$ cat src/rtl/tpa_pkg.sv
// Shared types and fixed widths for the triangle perimeter and area block.
`timescale 1ns / 1ps
package tpa_pkg;

    // Input coordinates and fixed point format
    localparam int COORD_W   = 16;
    localparam int FRAC_BITS = 8;
    localparam int NUM_SIDES = 3;

    // Side length datapath
    localparam int DIFF_W  = COORD_W;
    localparam int SUMSQ_W = 2 * DIFF_W + 1;
    localparam int SRAD_W  = ((SUMSQ_W + 2 * FRAC_BITS + 1) / 2) * 2;
    localparam int SIDE_W  = SRAD_W / 2;
    localparam int PSUM_W  = SIDE_W + 2;

    // Heron datapath
    localparam int HALF_W  = PSUM_W;
    localparam int F_W     = 2 * PSUM_W;
    localparam int PROD_W  = 2 * F_W;
    localparam int SHIFT   = 4 + 2 * FRAC_BITS;
    localparam int ARAD_W  = PROD_W - SHIFT;
    localparam int AROOT_W = ARAD_W / 2;

    // Result fields
    localparam int PERIM_W = 26;
    localparam int AREA_W  = 39;

    typedef struct packed {
        logic signed [COORD_W-1:0] ax;
        logic signed [COORD_W-1:0] ay;
        logic signed [COORD_W-1:0] bx;
        logic signed [COORD_W-1:0] by;
        logic signed [COORD_W-1:0] cx;
        logic signed [COORD_W-1:0] cy;
    } vertex_t;

    typedef struct packed {
        logic [PERIM_W-1:0] perimeter;
        logic [AREA_W-1:0]  area;
    } result_t;

    // One queued item: the three sides and their sum
    typedef struct packed {
        logic [SIDE_W-1:0] sa;
        logic [SIDE_W-1:0] sb;
        logic [SIDE_W-1:0] sc;
        logic [PSUM_W-1:0] p;
    } queue_entry_t;

    typedef struct packed {
        logic full;
        logic empty;
    } queue_status_t;

endpackage

$ cat src/rtl/tpa_queue.sv
// Short queue between front and back end.
`timescale 1ns / 1ps
module tpa_queue #(
    parameter int DEPTH = 4
) (
    input  logic                   clk,
    input  logic                   rst_n,
    input  logic                   push,
    input  tpa_pkg::queue_entry_t  entry,
    input  logic                   pop,
    output tpa_pkg::queue_entry_t  head,
    output tpa_pkg::queue_status_t qst
);

    import tpa_pkg::*;

    localparam int PTR_W = $clog2(DEPTH);
    localparam int CNT_W = $clog2(DEPTH + 1);

    queue_entry_t     mem_reg [DEPTH];
    logic [PTR_W-1:0] wr_ptr_reg;
    logic [PTR_W-1:0] rd_ptr_reg;
    logic [CNT_W-1:0] count_reg;
    logic [CNT_W-1:0] count_next;

    function automatic logic [PTR_W-1:0] wrap_inc(logic [PTR_W-1:0] ptr);
        return (ptr == PTR_W'(DEPTH - 1)) ? '0 : ptr + 1'b1;
    endfunction

    assign head      = mem_reg[rd_ptr_reg];
    assign qst.full  = (count_reg == CNT_W'(DEPTH));
    assign qst.empty = (count_reg == '0);

    always_comb
    begin
        case ({push, pop})
            2'b10:   count_next = count_reg + 1'b1;
            2'b01:   count_next = count_reg - 1'b1;
            default: count_next = count_reg;
        endcase
    end

    always_ff @(posedge clk or negedge rst_n)
    begin
        if (!rst_n)
        begin
            wr_ptr_reg <= '0;
            rd_ptr_reg <= '0;
            count_reg  <= '0;
        end
        else
        begin
            if (push)
            begin
                wr_ptr_reg <= wrap_inc(wr_ptr_reg);
            end
            if (pop)
            begin
                rd_ptr_reg <= wrap_inc(rd_ptr_reg);
            end
            count_reg <= count_next;
        end
    end

    always_ff @(posedge clk)
    begin
        if (push)
        begin
            mem_reg[wr_ptr_reg] <= entry;
        end
    end

endmodule

$ cat config.mk
export PLATFORM = sky130hd
export DESIGN_NAME = tpa_queue
export DESIGN_NICKNAME = d
export VERILOG_FILES = /design/src/rtl/tpa_pkg.sv /design/src/rtl/tpa_queue.sv
export SDC_FILE = /design/constraint.sdc
export NUM_CORES = 1
export LEC_CHECK = 0
export ABC_AREA = 0
export BUFFER_PORTS_ARGS = -buffer_cell sky130_fd_sc_hd__buf_2
export CORE_MARGIN = 5
export CORE_UTILIZATION = 50
export CTS_BUF_LIST = sky130_fd_sc_hd__clkbuf_4
export DETAILED_ROUTE_END_ITERATION = 8
export GPL_TIMING_DRIVEN = 0
export PLACE_DENSITY_LB_ADDON = 0.2
export SYNTH_ARGS = -nofsm -noshare
export SYNTH_HDL_FRONTEND = slang
export SYNTH_SLANG_ARGS = --single-unit
$ cat constraint.sdc
create_clock -name clk -period 3.7 [get_ports clk]
set_clock_uncertainty 0.2 [all_clocks]
set_input_delay 1.11 -clock clk [delete_from_list [all_inputs] [get_ports clk]]
set_output_delay 1.11 -clock clk [all_outputs]
set_load 0.01 [all_outputs]
After elaboration in Yosys (flattened, before gate mapping)
Memory sizes are Yosys's and may differ from the RTL's.
Index checks and enable logic that the tools add are counted.

cells by class
  mux-type cells = 5
  reductions and logical operators = 2
  eq/ne operators = 5
  $add $sub $neg = 4

operators with widths
  operator                                                            number
  2-bit == test, second input constant                                3
  3-bit one-hot mux with 2 select lines                               1
  2-bit by 1-bit adder with 2-bit output, second input constant       2
  2-bit 2-to-1 mux                                                    2
  3-bit by 1-bit adder with 3-bit output, second input constant       1
  3-bit == test, second input constant                                1
  3-bit logical NOT                                                   1
  3-bit by 1-bit subtractor with 3-bit output, second input constant  1
  2-bit by 1-bit == test with 1-bit output, second input constant     1
  1-bit 2-to-1 mux                                                    2
  2-bit nonzero test                                                  1

storage, ports and cells
  input port bits = 106
  bits in writable memories = 408
  memories = 1
  register bits = 7
  output and inout port bits = 104

memories
  name     depth  bits a word  read ports  clocked after memory_dff  wr ports  line             text
  mem_reg  4      102          1           0                         1         tpa_queue.sv:20  queue_entry_t mem_reg [DEPTH];

Longest topological paths before layout
Gate-level depths: netlist of run 1.

  depth after elaboration = 2
  depth in mapped cells = 7

Least setup slack after synthesis of run 1
OpenSTA, ideal clock, no wires.

  path type = input -> register
  start = input port push
  end = memory mem_reg[0][0] in the netlist's numbering (enable)
  setup slack = -0.436 ns
  arrival time = 3.463 ns
  setup time = 0.472 ns
  stages on the path = 1
  required time = 3.028 ns
  path through = and2_1

between the ends
  word-level cells in the longest chain between the ends = 2

RTL lines
  what                                    line             text
  start: declaration                      tpa_queue.sv:8   input logic push,
  1-bit 2-to-1 mux                        tpa_queue.sv:67  if (push)
  1-bit 2-to-1 mux (implied by the code)  tpa_queue.sv:69  mem_reg[wr_ptr_reg] <= entry;
  end: declaration                        tpa_queue.sv:20

No other way between the ends.

==> flow_summary.json, run 1 <==
{
  "run_status": "finished clean",
  "die_h_um": 184.3,
  "cts_buffers": 101,
  "hp-class": "reg -> reg",
  "p_leak_uw": 0.006350,
  "pwr_density_cell_mw_per_mm2": 759.9,
  "timing.final.crit_share": 0.9610,
  "hold_ws_ns": 0.3194,
  "vias": 7129,
  "die_w_um": 184.3,
  "rsz0062_at_grt": "true",
  "grt_max_degree": 54,
  "ys_seq_area_frac": 0.8180,
  "largest_register_ff_count": 408,
  "maxSlewHeadroom": 0.4497,
  "gp_congestion": 0.7376,
  "drive_above_1_share": 0.5146,
  "clock-sinks": 415,
  "power.total_uw": 13750,
  "maxCapViolations": 0,
  "synth_seq_cells": 415,
  "yosys.cell_types.count": 23,
  "worst-setup-path-type": "reg -> out",
  "max_clock_freq_mhz": 281.2,
  "io_buffer_count": 209,
  "dp_hpwl_um": 17790,
  "synthToLayoutAreaGrowth_pct": 19.11,
  "grt_pass1_wl_um": 43400,
  "synthTopCellsByArea": "edfxtp_1 (81%), mux4_2 (15%), dfrtp_1 (1.2%), buf_12 (0.79%), ha_1 (0.49%)",
  "die_area_mm2": 0.03397,
  "netlist_instances": 571,
  "antenna_found_initial": 7,
  "finalNetCount": 1005,
  "synth_area_mm2": 0.01519,
  "grt_use_met1": 0.2045,
  "drt-initial-drc-count": 374,
  "overflow": 0,
  "rows": 63,
  "busiest_layer": "met2",
  "antenna_left": 0,
  "wl_um": 28200,
  "vdd_ir_drop_max_v": 0.0005074,
  "ioPinCount": 210,
  "grt_pass1_vias": 7960,
  "syn_avg_cell_area_um2": 26.61,
  "cts_buffer_depth": 3,
  "path_clk_slew_ns": 0.06,
  "min_period_ns": 3.556,
  "root_buffer": "clkbuf_4",
  "vias_per_cell": 5.277,
  "post-synth-top-area-cell": "edfxtp_1",
  "cts_tree": "done",
  "worstMarginPinSlew_ns": 0.8254,
  "fillers": 2116,
  "yosys.area.top_type_share": 0.8065,
  "initial_core_util": 0.5099,
  "critPathLaunchType": "flop",
  "setup_viol": 0,
  "crit_arrival_ns": 2.25,
  "first_pass_iters": 5,
  "critPathRequiredTime_ns": 2.39,
  "seq_area_mm2": 0.01243,
  "grt.total_usage": 0.1680,
  "hold_viol": 0,
  "worst_slack_ns": 0.1444,
  "cts_max_level": 3,
  "synth.net_count": 684,
  "clkLatencyLatePin_ns": 0.69,
  "yosys_warnings": 0,
  "slew_viol_final": 0,
  "multi_input_area_mm2": 0.002525,
  "fp.coreArea_mm2": 0.02980,
  "use_met3": 0.06276,
  "crit_path_end_kind": "output port",
  "drc": 0,
  "reg2reg_slack_ns": 1.34,
  "dp_slack_ns": 0.6588,
  "wl_per_cell_um": 20.87,
  "critPathMaxFanout": 10,
  "met2_usage": 0.2811
}
-- area by class of cell --
type                    instances  area share
diodes                          3   0.0004149
flip-flops and latches        415      0.6868
multi-input cells             127      0.1395
clock inverters                33    0.008159
inverters                       6    0.001245
well taps                     390     0.02697
clock buffers                 136     0.05642
plain buffers                  23     0.01438
repair buffers                218     0.06610
-- cells in the mapped netlist --
cell      number
or3_1          1
buf_6          1
xor2_1         2
and2_1         4
nor2_1         2
mux4_2       102
inv_1          6
buf_12         6
mux2i_1        1
buf_8          1
nand2_1        1
nor3_1         1
o21ai_0        2
buf_4          4
buf_1          3
buf_2          8
fa_1           1
mux2_2         2
dfrtp_1        7
xnor2_1        1
edfxtp_1     408
ha_1           6
and3_1         1
-- cell usage in the layout (no fill, tap or decap), types with 2 or more instances in the layout --
master,synthesis,layout
edfxtp_1,408,408
buf_2,8,209
clkbuf_4,0,141
mux4_2,102,102
clkinv_1,0,24
buf_4,4,10
buf_12,6,7
dfrtp_1,7,7
inv_1,6,6
ha_1,6,6
and2_4,0,4
buf_16,0,4
diode_2,0,3
clkbuf_2,0,3
inv_6,0,3
clkinv_2,0,3
buf_6,1,2
o21ai_0,2,2
nor2_1,2,2
mux2_2,2,2
xor2_1,2,2
inv_2,0,2
-- report_power, final --
group / internal (µW) / switching (µW) / total, µW
combinational: 2020 / 2160 / 4180
sequential: 6020 / 177 / 6200
clock: 1710 / 1660 / 3370
-- through the flow --
step | std cells | setup TNS (ns) | cell area (µm²) | util
floorplan | 571 | 0 | 15200 | -
global placement | 1170 | -139.11 | 16730 | 0.5615
detailed placement | 1174 | 0 | 16850 | 0.5654
CTS | 1344 | -0.004932 | 18030 | 0.6052
global route | 1349 | -0.005130 | 18090 | 0.6071
finish | 1351 | 0 | 18090 | 0.6073
-- repair_timing --
item	in CTS	in global routing
cloned	0	0
buffers inserted	0	4
hold buffers	1	0
endpoints found under the hold margin	7	0
setup endpoints to repair	69	74
gates resized for setup	3	10
-- critical path: stages, from the launching register on --
cell and delay [ns]:
dfrtp_1 0.38, buf_6 0.15, buf_12 0.17, buf_12 0.16, mux4_2 0.51, buf_2 0.17
-- kinds of logic (layout without fill, tap and decap cells) --
group | count (synthesis) | in the layout | share of synthesized area
compound gates | 2 | 2 | 0.0006589
xor+xnor | 3 | 3 | 0.001730
fa+ha+maj | 7 | 7 | 0.006259
buf+inv | 29 | 416 | 0.01647
flops | 415 | 415 | 0.8180
mux | 105 | 105 | 0.1534
other cells | 0 | 3 | 0
simple gates | 10 | 10 | 0.003541
-- final timing paths --
path | startpoint | cells past startpoint | endpoint
setup / recovery | rd_ptr_reg[0] | 5 | head[44]
hold / removal | count_reg[0] | 1 | count_reg[0]
setup reg to reg | wr_ptr_reg[0] | 4 | mem_reg[0][70]
hold reg to reg | count_reg[0] | 1 | count_reg[0]
max in group asynchronous | rst_n | 2 | wr_ptr_reg[1]
min in group asynchronous | rst_n | 2 | wr_ptr_reg[0]
-- metal layers --
metal  wire [µm]  up-vias
li1            -     3186
met1       10630     3616
met2       14480      270
met3        2581       47
met4         439       10
met5          62        -
Note: power is estimated with default switching activity, not from simulation.
==> run 2, diff against run 1 <==
--- a/config.mk
+++ b/config.mk
@@ -8,7 +8,7 @@
 export ABC_AREA = 0
 export BUFFER_PORTS_ARGS = -buffer_cell sky130_fd_sc_hd__buf_2
 export CORE_MARGIN = 5
-export CORE_UTILIZATION = 50
+export CORE_UTILIZATION = 33
 export CTS_BUF_LIST = sky130_fd_sc_hd__clkbuf_4
 export DETAILED_ROUTE_END_ITERATION = 8
 export GPL_TIMING_DRIVEN = 0
==> constraint.sdc (replaced) <==
create_clock -name clk -period 3.7 [get_ports clk]
set_clock_uncertainty 0.2 [all_clocks]
set_input_delay 0.74 -clock clk [delete_from_list [all_inputs] [get_ports clk]]
set_output_delay 0.74 -clock clk [all_outputs]
set_load 0.01 [all_outputs]
==> flow_summary.json, run 2 (same netlist as run 1, synthesis figures left out) <==
{
  "run_status": "finished clean",
  "grt_pass1_wl_um": 50090,
  "worst-path-buf-inv": 2,
  "seq_area_mm2": 0.01243,
  "drc": 0,
  "slew_viol_final": 0,
  "final_common_cell": "edfxtp_1",
  "cts_buffers": 111,
  "max_stage_delay_ns": 0.62,
  "min_period_ns": 3.385,
  "place_inst": 1388,
  "busiest_layer": "met2",
  "fillers": 4084,
  "first_pass_iters": 4,
  "initial_core_util": 0.3340,
  "die_w_um": 224.6,
  "io_buffer_count": 209,
  "crit_chain": "buf_1 -> mux4_2 -> buf_2",
  "grt_max_degree": 47,
  "post-cts-setup-buffers": 0,
  "rsz0062_at_grt": "false",
  "worst-setup-path-type": "reg -> out",
  "final_cell_mix": "edfxtp_1 (408), buf_2 (216), clkbuf_4 (167)",
  "wl_um": 33010,
  "vias": 7613,
  "maxCapViolations": 0,
  "hold_ws_ns": 0.2983,
  "power_switching_uw": 4302,
  "clock-sinks": 415,
  "path_clk_slew_ns": 0.06,
  "vdd_ir_drop_max_v": 0.0004090,
  "synthToLayoutAreaGrowth_pct": 29.33,
  "fp.coreArea_mm2": 0.04548,
  "power.total_uw": 14430,
  "cts_max_level": 3,
  "wl_per_cell_um": 19.50,
  "intPower_uw": 10130,
  "overflow": 0,
  "multi_input_area_mm2": 0.002525,
  "met2_usage": 0.2039,
  "cts_tree": "done",
  "worstMarginPinSlew_ns": 0.7911,
  "critPathLaunchType": "flop",
  "grt_use_met1": 0.1655,
  "setup_viol": 0,
  "cpLargestDelayFamily": "buffers and inverters",
  "worst_slack_ns": 0.3154,
  "finalNetCount": 1120,
  "combinationalPowerShare": 0.306,
  "p_seq_frac": 0.428,
  "finalNonFillerCells": 1693,
  "hold_viol": 0,
  "gp_congestion": 0.6662,
  "critPathRequiredTime_ns": 2.76,
  "dp_slack_ns": 0.9822,
  "die_area_mm2": 0.05043,
  "hp-class": "reg -> reg",
  "timing.final.crit_share": 0.9147,
  "dp_hpwl_um": 19830,
  "swShare": 0.2980,
  "crit_arrival_ns": 2.44,
  "p_leak_uw": 0.006918,
  "max_clock_freq_mhz": 295.5,
  "vias_per_cell": 4.497,
  "largest_register_ff_count": 408,
  "pwr_density_cell_mw_per_mm2": 734.7,
  "drt-initial-drc-count": 344,
  "fin_tns_setup_ns": 0,
  "rows": 78,
  "grt.total_usage": 0.1312,
  "clkLatencyLatePin_ns": 0.80,
  "crit_path_end_kind": "output port",
  "ioPinCount": 210,
  "root_buffer": "clkbuf_4",
  "antenna_found_initial": 4,
  "use_met3": 0.05508,
  "antenna_left": 0,
  "die_h_um": 224.6,
  "drive_above_1_share": 0.4775,
  "p_clk_frac": 0.267,
  "maxSlewHeadroom": 0.4726,
  "cts_buffer_depth": 3,
  "critPathMaxFanout": 10,
  "grt_pass1_vias": 8526,
  "crit_slowest_cell": "buf_1"
}
## run 2: changes by cell type in the layout (fill, tap and decap cells not counted), moves of 2 or more
cell / delta
dlygate4sd3_1: +105
clkbuf_4: +26
buf_2: +7
buf_4: -5
clkinv_1: -4
buf_1: +3
clkbuf_2: -3
clkinv_2: +3
inv_6: -3
buf_16: +2
## run 2: final cells by class
| type | count | area share |
|---|---|---|
| sequential | 415 | 0.6325 |
| clock inverter | 28 | 0.005922 |
| antenna | 4 | 0.0005095 |
| clock buffer | 167 | 0.06381 |
| timing repair buffer | 323 | 0.1177 |
| tap | 600 | 0.03821 |
| inverter | 6 | 0.001146 |
| multi-input combinational | 127 | 0.1285 |
| buffer | 23 | 0.01172 |
## run 2: worst paths after layout
kind                                from             end  slack (ns)  cells after the start
setup / recovery           rd_ptr_reg[1]        head[30]        0.32                      3
hold / removal              count_reg[2]    count_reg[2]        0.30                      1
setup reg to reg           wr_ptr_reg[0]  mem_reg[2][68]        1.30                      5
hold reg to reg             count_reg[2]    count_reg[2]        0.30                      1
max in group asynchronous          rst_n    count_reg[1]        2.34                      3
min in group asynchronous          rst_n   wr_ptr_reg[1]        0.69                      3
## run 2: through the flow
stage          cell area [µm²]  utilization
3_5_place_dp             17200       0.3783
2_1_floorplan            15200            -
6_report                 19650       0.4320
5_1_grt                  19650       0.4320
4_1_cts                  19640       0.4318
3_3_place_gp             16990       0.3737
## run 2: power groups by stage
stage / Sequential [µW] / Combinational (µW) / Clock, µW
floorplan: 6250 / 2720 / 0
global placement: 6340 / 4360 / 0
detailed placement: 6280 / 4490 / 0
CTS: 6180 / 4590 / 4050
global route: 6230 / 4790 / 4320
finish: 6170 / 4410 / 3850
## run 2: what timing repair did
action                                  in CTS  in global routing
hold buffers                               106                  0
gates resized for setup                      1                  0
hold endpoints to repair                   419                  0
endpoints found under the setup margin       1                  0
## run 2: layer usage
layer	vias up	share of wire
met5	-	0.00039
met4	2	0.019
met3	52	0.074
met2	235	0.48
met1	3899	0.43
li1	3425	-
